### config.mk
export PLATFORM = sky130hd
export DESIGN_NAME = lcg_keystream_xor_cipher
export DESIGN_NICKNAME = d
export VERILOG_FILES = /design/src/rtl/core/lkxc_pkg.sv /design/src/rtl/core/lkxc_ctrl.sv /design/src/rtl/core/lkxc_dp.sv /design/src/rtl/core/lcg_keystream_xor_cipher.sv
export SDC_FILE = /design/constraint.sdc
export NUM_CORES = 2
export LEC_CHECK = 0
export BUFFER_PORTS_ARGS = -buffer_cell sky130_fd_sc_hd__buf_2
export CORE_UTILIZATION = 36
export CTS_CLUSTER_SIZE = 8
export DETAILED_ROUTE_END_ITERATION = 10
export GPL_ROUTABILITY_DRIVEN = 0
export GPL_TIMING_DRIVEN = 0
export SETUP_SLACK_MARGIN = 0.02
export SLEW_MARGIN = 25
export SYNTH_ARGS = -nofsm -noshare
export SYNTH_HDL_FRONTEND = slang
export SYNTH_SLANG_ARGS = --single-unit
### constraint.sdc
create_clock -name clk_i -period 18.38 [get_ports clk_i]
set_clock_uncertainty 0.1 [all_clocks]
set_input_delay 5.514 -clock clk_i [delete_from_list [all_inputs] [get_ports clk_i]]
set_output_delay 5.514 -clock clk_i [all_outputs]
set_load 0.02 [all_outputs]
### src/rtl/core/lkxc_pkg.sv
// Shared types and constants for the LCG keystream XOR cipher.
package lkxc_pkg;

  // Bytes per keystream word and word width
  localparam int unsigned WORD_BYTES = 4;
  localparam int unsigned WORD_W     = 8 * WORD_BYTES;
  localparam int unsigned POS_W      = $clog2(WORD_BYTES);
  localparam int unsigned PROD_W     = 2 * WORD_W;

  // Shift-subtract reduction: one dividend bit per cycle
  localparam int unsigned DIV_STEPS  = PROD_W;
  localparam int unsigned CNT_W      = $clog2(DIV_STEPS);

  // Configuration port
  localparam int unsigned CFG_IDX_W  = 2;
  localparam int unsigned CFG_DAT_W  = 32;
  localparam int unsigned SEED_W     = 31;

  localparam logic [CFG_IDX_W-1:0] REG_MULTIPLIER = 2'd0;
  localparam logic [CFG_IDX_W-1:0] REG_INCREMENT  = 2'd1;
  localparam logic [CFG_IDX_W-1:0] REG_MODULUS    = 2'd2;
  localparam logic [CFG_IDX_W-1:0] REG_SEED       = 2'd3;

  localparam logic [WORD_W-1:0] MULT_RST = 32'd1103515245;
  localparam logic [WORD_W-1:0] INCR_RST = 32'd12345;
  localparam logic [WORD_W-1:0] MOD_RST  = 32'h8000_0000;
  localparam logic [SEED_W-1:0] SEED_RST = 31'd1;

  // Input and result words
  typedef struct packed {
    logic [7:0] data_byte;
    logic       first;
    logic       last;
  } lkxc_in_t;

  typedef struct packed {
    logic [7:0] result_byte;
    logic       last_out;
  } lkxc_out_t;

  // Controller to datapath commands
  typedef struct packed {
    logic take;    // accept input word, write result register
    logic mul;     // register multiplier * key
    logic add;     // add increment, load dividend, clear remainder
    logic step;    // one shift-subtract step
    logic key_ld;  // load next key word
  } lkxc_cmd_t;

  // Datapath to controller status
  typedef struct packed {
    logic wrap;      // word being taken uses the last key byte
    logic mod_zero;  // modulus register is zero
    logic out_free;  // result register can take a word this cycle
  } lkxc_sts_t;

endpackage

### src/rtl/core/lkxc_ctrl.sv
// Controller: sequences byte handling and the next-key computation.
module lkxc_ctrl import lkxc_pkg::*; (
  input  logic      clk_i,
  input  logic      rst_ni,
  input  logic      in_valid_i,
  output logic      in_ready_o,
  input  lkxc_sts_t sts_i,
  output lkxc_cmd_t cmd_o
);

  localparam logic [2:0] ST_IDLE = 3'd0;
  localparam logic [2:0] ST_MUL  = 3'd1;
  localparam logic [2:0] ST_ADD  = 3'd2;
  localparam logic [2:0] ST_DIV  = 3'd3;
  localparam logic [2:0] ST_FIN  = 3'd4;

  logic [2:0]       state_q, state_d;
  logic [CNT_W-1:0] cnt_q, cnt_d;
  logic             take;

  // Accept only when idle and the result register has room
  assign in_ready_o = (state_q == ST_IDLE) && sts_i.out_free;
  assign take       = in_ready_o && in_valid_i;

  // Next state and commands
  always_comb begin
    state_d      = state_q;
    cnt_d        = cnt_q;
    cmd_o        = '0;
    case (state_q)
      ST_IDLE: begin
        cmd_o.take = take;
        if (take && sts_i.wrap) begin
          state_d = ST_MUL;
        end
      end
      ST_MUL: begin
        cmd_o.mul = 1'b1;
        state_d   = ST_ADD;
      end
      ST_ADD: begin
        cmd_o.add = 1'b1;
        cnt_d     = '0;
        state_d   = sts_i.mod_zero ? ST_FIN : ST_DIV;
      end
      ST_DIV: begin
        cmd_o.step = 1'b1;
        cnt_d      = cnt_q + 1'b1;
        if (cnt_q == CNT_W'(DIV_STEPS - 1)) begin
          state_d = ST_FIN;
        end
      end
      ST_FIN: begin
        cmd_o.key_ld = 1'b1;
        state_d      = ST_IDLE;
      end
      default: begin
        state_d = ST_IDLE;
      end
    endcase
  end

  // State and step counter
  always_ff @(posedge clk_i or negedge rst_ni) begin
    if (!rst_ni) begin
      state_q <= ST_IDLE;
      cnt_q   <= '0;
    end else begin
      state_q <= state_d;
      cnt_q   <= cnt_d;
    end
  end

endmodule

### src/rtl/core/lkxc_dp.sv
// Datapath: config registers, key word, byte XOR, multiply and modulo unit.
module lkxc_dp import lkxc_pkg::*; (
  input  logic                 clk_i,
  input  logic                 rst_ni,
  input  lkxc_in_t             in_data_i,
  output logic                 out_valid_o,
  input  logic                 out_ready_i,
  output lkxc_out_t            out_data_o,
  input  logic                 cfg_valid_i,
  output logic                 cfg_ready_o,
  input  logic [CFG_IDX_W-1:0] cfg_index_i,
  input  logic [CFG_DAT_W-1:0] cfg_data_i,
  input  lkxc_cmd_t            cmd_i,
  output lkxc_sts_t            sts_o
);

  logic [WORD_W-1:0] mult_q, incr_q, mod_q;
  logic [SEED_W-1:0] seed_q;
  logic [WORD_W-1:0] key_q;
  logic [POS_W-1:0]  pos_q;
  logic [PROD_W-1:0] prod_q, prod_d;
  logic [PROD_W-1:0] dvd_q, dvd_d;
  logic [WORD_W-1:0] rem_q;
  logic [WORD_W:0]   rem_sh;
  logic [WORD_W:0]   rem_sub;
  logic [WORD_W-1:0] rem_d;
  logic              out_valid_q;
  lkxc_out_t         out_q;
  logic [WORD_W-1:0] eff_key;
  logic [POS_W-1:0]  eff_pos;
  logic [7:0]        key_byte;

  assign cfg_ready_o = 1'b1;

  // Config register writes
  always_ff @(posedge clk_i or negedge rst_ni) begin
    if (!rst_ni) begin
      mult_q <= MULT_RST;
      incr_q <= INCR_RST;
      mod_q  <= MOD_RST;
      seed_q <= SEED_RST;
    end else if (cfg_valid_i) begin
      case (cfg_index_i)
        REG_MULTIPLIER: mult_q <= cfg_data_i;
        REG_INCREMENT:  incr_q <= cfg_data_i;
        REG_MODULUS:    mod_q  <= cfg_data_i;
        REG_SEED:       seed_q <= cfg_data_i[SEED_W-1:0];
        default: begin
        end
      endcase
    end
  end

  // Restart from seed on first, pick the key byte
  assign eff_key  = in_data_i.first ? {{(WORD_W-SEED_W){1'b0}}, seed_q} : key_q;
  assign eff_pos  = in_data_i.first ? '0 : pos_q;
  assign key_byte = eff_key[8*eff_pos +: 8];

  assign sts_o.wrap     = (eff_pos == POS_W'(WORD_BYTES - 1));
  assign sts_o.mod_zero = (mod_q == '0);
  assign sts_o.out_free = !out_valid_q || out_ready_i;

  // Product, then sum with increment as dividend
  assign prod_d = PROD_W'(mult_q) * PROD_W'(key_q);

  // One restoring shift-subtract step
  assign rem_sh  = {rem_q, dvd_q[PROD_W-1]};
  assign rem_sub = rem_sh - {1'b0, mod_q};
  assign rem_d   = (rem_sh >= {1'b0, mod_q}) ? rem_sub[WORD_W-1:0] : rem_sh[WORD_W-1:0];
  assign dvd_d   = cmd_i.add ? (prod_q + PROD_W'(incr_q)) : {dvd_q[PROD_W-2:0], 1'b0};

  // Key word and byte position
  always_ff @(posedge clk_i or negedge rst_ni) begin
    if (!rst_ni) begin
      key_q <= {{(WORD_W-SEED_W){1'b0}}, SEED_RST};
      pos_q <= '0;
    end else if (cmd_i.take) begin
      key_q <= eff_key;
      pos_q <= eff_pos + 1'b1;
    end else if (cmd_i.key_ld) begin
      key_q <= sts_o.mod_zero ? dvd_q[WORD_W-1:0] : rem_q;
    end
  end

  // Multiply and reduce registers
  always_ff @(posedge clk_i) begin
    if (cmd_i.mul) begin
      prod_q <= prod_d;
    end
    if (cmd_i.add || cmd_i.step) begin
      dvd_q <= dvd_d;
    end
    if (cmd_i.add) begin
      rem_q <= '0;
    end else if (cmd_i.step) begin
      rem_q <= rem_d;
    end
  end

  // Result register valid
  always_ff @(posedge clk_i or negedge rst_ni) begin
    if (!rst_ni) begin
      out_valid_q <= 1'b0;
    end else if (cmd_i.take) begin
      out_valid_q <= 1'b1;
    end else if (out_ready_i) begin
      out_valid_q <= 1'b0;
    end
  end

  // Result register payload
  always_ff @(posedge clk_i) begin
    if (cmd_i.take) begin
      out_q.result_byte <= in_data_i.data_byte ^ key_byte;
      out_q.last_out    <= in_data_i.last;
    end
  end

  assign out_valid_o = out_valid_q;
  assign out_data_o  = out_q;

endmodule

### src/rtl/core/lcg_keystream_xor_cipher.sv
// Top level of the LCG keystream XOR cipher: controller plus datapath.
// A result word is registered and is valid in the cycle after its input word is accepted.
// Throughput: one byte per cycle for the first three bytes of a key word while the result
// register has room; after the fourth byte the input stalls for the next-key computation
// (multiply, add, 64 one-bit modulo steps, key load; no modulo steps with a zero modulus).
// Reset: asynchronous, active low; registers take their defaults, key = seed 1.
module lcg_keystream_xor_cipher import lkxc_pkg::*; (
  input  logic                 clk_i,
  input  logic                 rst_ni,
  input  logic                 in_valid_i,
  output logic                 in_ready_o,
  input  lkxc_in_t             in_data_i,
  output logic                 out_valid_o,
  input  logic                 out_ready_i,
  output lkxc_out_t            out_data_o,
  input  logic                 cfg_valid_i,
  output logic                 cfg_ready_o,
  input  logic [CFG_IDX_W-1:0] cfg_index_i,
  input  logic [CFG_DAT_W-1:0] cfg_data_i
);

  lkxc_cmd_t cmd;
  lkxc_sts_t sts;

  // Sequencer
  lkxc_ctrl u_ctrl (
    .clk_i      (clk_i),
    .rst_ni     (rst_ni),
    .in_valid_i (in_valid_i),
    .in_ready_o (in_ready_o),
    .sts_i      (sts),
    .cmd_o      (cmd)
  );

  // Key and byte datapath
  lkxc_dp u_dp (
    .clk_i       (clk_i),
    .rst_ni      (rst_ni),
    .in_data_i   (in_data_i),
    .out_valid_o (out_valid_o),
    .out_ready_i (out_ready_i),
    .out_data_o  (out_data_o),
    .cfg_valid_i (cfg_valid_i),
    .cfg_ready_o (cfg_ready_o),
    .cfg_index_i (cfg_index_i),
    .cfg_data_i  (cfg_data_i),
    .cmd_i       (cmd),
    .sts_o       (sts)
  );

  // An accepted word shows up in the result register next cycle
  assert property (@(posedge clk_i) disable iff (!rst_ni)
    in_valid_i && in_ready_o |=> out_valid_o)
    else $error("accepted word did not reach result register");

  // At most one datapath command per cycle
  assert property (@(posedge clk_i) disable iff (!rst_ni)
    $onehot0({cmd.take, cmd.mul, cmd.add, cmd.step, cmd.key_ld}))
    else $error("overlapping datapath commands");

  // Using the last key byte starts the next-key computation
  assert property (@(posedge clk_i) disable iff (!rst_ni)
    cmd.take && sts.wrap |=> cmd.mul && !in_ready_o)
    else $error("next key computation not started after word wrap");

  // Key load ends the computation and is preceded by reduction or add
  assert property (@(posedge clk_i) disable iff (!rst_ni)
    cmd.key_ld |-> $past(cmd.step) || $past(cmd.add))
    else $error("key loaded without reduction");

endmodule

==> out/qor.csv <==
metric,value,unit
worst_pin_slew,1.20,ns
holdBufCountCts,0,
nets,6655,
crit_slowest_cell,nor4_1,
vias,39443,
path_cells,buf_2 > nor2b_1 > nor4_1 > buf_2,
groute.usage.overall,0.261,
htreeDepth,2,
tns,0,ns
synth_edf_count,137,
path_class,input pin to primary output,
grt_pass1_vias,40336,
slowest_delay,0.51,ns
antenna_left,0,
syn_nets,6534,
min_period,12.06,ns
layout_commonest_cell,inv_1,
fillers,13985,
synth_warnings,0,
path_clk_slew,0.05,ns
max_freq,0.0829,GHz
synth_cell_types,86,
drt_pass1_iterations,6,
grt_pass1_wl,269000,µm
cp.required,12.77,ns
synth-seq-cells,340,
hold_path_class,flip-flop to flip-flop,
cap_violations,0,
ios,61,
mappedNetlistArea,50800,µm²
drt-initial-drc-count,4057,
cts_num_sinks,340,
rsz0062_at_grt,no,
min_period_over_period,0.656,
status,completed,
layout-drive-gt1-share,0.0592,
postCtsSetupBuffers,0,
async_flop_share,0.503,
grt-ovfl-total,0,
crit_path_frequent_cell,buf_2,
cts_tree,done,
place_hpwl,148000,µm
cts_buffers,48,
core_area,140000,µm²
finalHoldViolations,0,
cts_resized,0,
wl_per_cell,25.0,µm
drc,0,
synthFlopType,dfrtp_1,
vias_per_cell,5.40,
ctsRootBufferMaster,clkbuf_16,
die_x,378,µm
ys_seq_area_frac,0.178,
syn_area_per_cell,9.67,µm²
rows,137,
critPathMaxFanout,3,
cp-end-kind,primary output,
drv_slew,0,
synth_cells,5258,
grt_max_degree,65,
slew_headroom,0.197,
cp.arrival,6.45,ns
setup-violations-final,0,
initial_utilization,0.363,
wl,183000,µm
cts_max_path_buffers,3,
crit_path_start_kind,input pin,
final_cell_mix,"inv_1 (909), fa_1 (898), nand2_1 (628), and2_1 (609), ha_1 (329)",
portBuffers,59,
die_y,378,µm
antenna_found_initial,19,
syn2layout_area_growth,8.43,%
dieArea,143000,µm²
clk_latency,0.59,ns
-- worst paths after layout --
check                                             from                     endpoint  slack [ns]  depth (start not counted)
setup / recovery                           out_ready_i                   in_ready_o        6.32                          4
hold / removal             u_ctrl.cnt_q[1]$_DFFE_PN0P_  u_ctrl.cnt_q[1]$_DFFE_PN0P_        0.40                          2
setup reg to reg             u_dp.key_q[7]$_DFFE_PN0P_    u_dp.prod_q[61]$_DFFE_PP_        8.33                         24
hold reg to reg            u_ctrl.cnt_q[1]$_DFFE_PN0P_  u_ctrl.cnt_q[1]$_DFFE_PN0P_        0.40                          2
max in group asynchronous                       rst_ni   u_dp.mult_q[5]$_DFFE_PN1P_       12.70                          2
min in group asynchronous                       rst_ni   u_dp.mod_q[28]$_DFFE_PN0P_        4.75                          1
-- worst max-delay path: cells and delay by family --
family / cells / cell delay, ns
simple gates: 2 / 0.57
buf+inv: 2 / 0.36
-- state kept, by name, indices dropped and copies added (netlist names) --
name and cells:
u_dp.out_data_o 9, u_dp.mult_q 32, u_ctrl.state_q 3, u_dp.seed_q 31
u_dp.incr_q 32, u_dp.prod_q 64, u_dp.dvd_q 64, u_dp.key_q 32
u_dp.rem_q 32, u_dp.mod_q 32, u_dp.pos_q 2, u_dp.out_valid_o 1
u_ctrl.cnt_q 6
-- cells by family (layout without fill, tap and decap cells) --
family          Yosys count  after routing  synth area share
simple gates           1556           1556             0.155
fa+ha+maj              1227           1227             0.435
buf+inv                1205           1365            0.0891
compound gates          596            596            0.0756
flops                   340            340             0.178
mux                     183            183            0.0411
xor+xnor                150            150            0.0258
other cells               1             14         0.0000738
-- per-layer routing --
layer	vias to the layer above	part of all wire	wire (µm)	GRT usage
met1	20028	0.40	72400	0.341
met2	2092	0.43	78900	0.390
met3	567	0.10	18500	0.0630
li1	16748	-	-	-
met4	8	0.072	13200	0.157
met5	-	0.00033	60	0
-- synth_stat cells (all sizes together) (88+ instances only) --
| cell type | number | area [µm²] |
|---|---|---|
| o21ai | 162 | 818 |
| edfxtp | 137 | 4110 |
| nand2 | 629 | 2360 |
| ha | 329 | 4120 |
| clkbuf | 279 | 1050 |
| nor2 | 88 | 330 |
| and2 | 610 | 3820 |
| inv | 910 | 3420 |
| mux2 | 127 | 1430 |
| fa | 898 | 18000 |
| a21oi | 134 | 674 |
| dfrtp | 147 | 3680 |
-- area by class of cell --
cell class | instances | area, µm² | area share
Clock inverter | 2 | 46.3 | 0.000840
Buffer | 295 | 1120 | 0.0204
Multi-Input combinational cell | 3713 | 37300 | 0.676
Inverter | 910 | 3420 | 0.0620
Clock buffer | 87 | 1380 | 0.0250
Tap cell | 1876 | 2350 | 0.0426
Antenna cell | 13 | 32.5 | 0.000590
Timing Repair Buffer | 71 | 455 | 0.00826
Sequential cell | 340 | 9060 | 0.164
-- metrics by stage --
| stage | area, µm² | setup WS, ns | util | cells | hold slack, ns |
|---|---|---|---|---|---|
| floorplan | 50800 | 6.48 | - | 5258 | 0.359 |
| global placement | 53500 | 6.33 | 0.382 | 7193 | 0.381 |
| detailed placement | 53700 | 6.34 | 0.384 | 7205 | 0.391 |
| CTS | 55100 | 6.33 | 0.394 | 7294 | 0.401 |
| global route | 55100 | 6.35 | 0.394 | 7295 | 0.423 |
| finish | 55100 | 6.32 | 0.394 | 7307 | 0.397 |
Power is not shown: default switching activity piles up to over one toggle a cycle in this logic, so the estimate is an artifact.
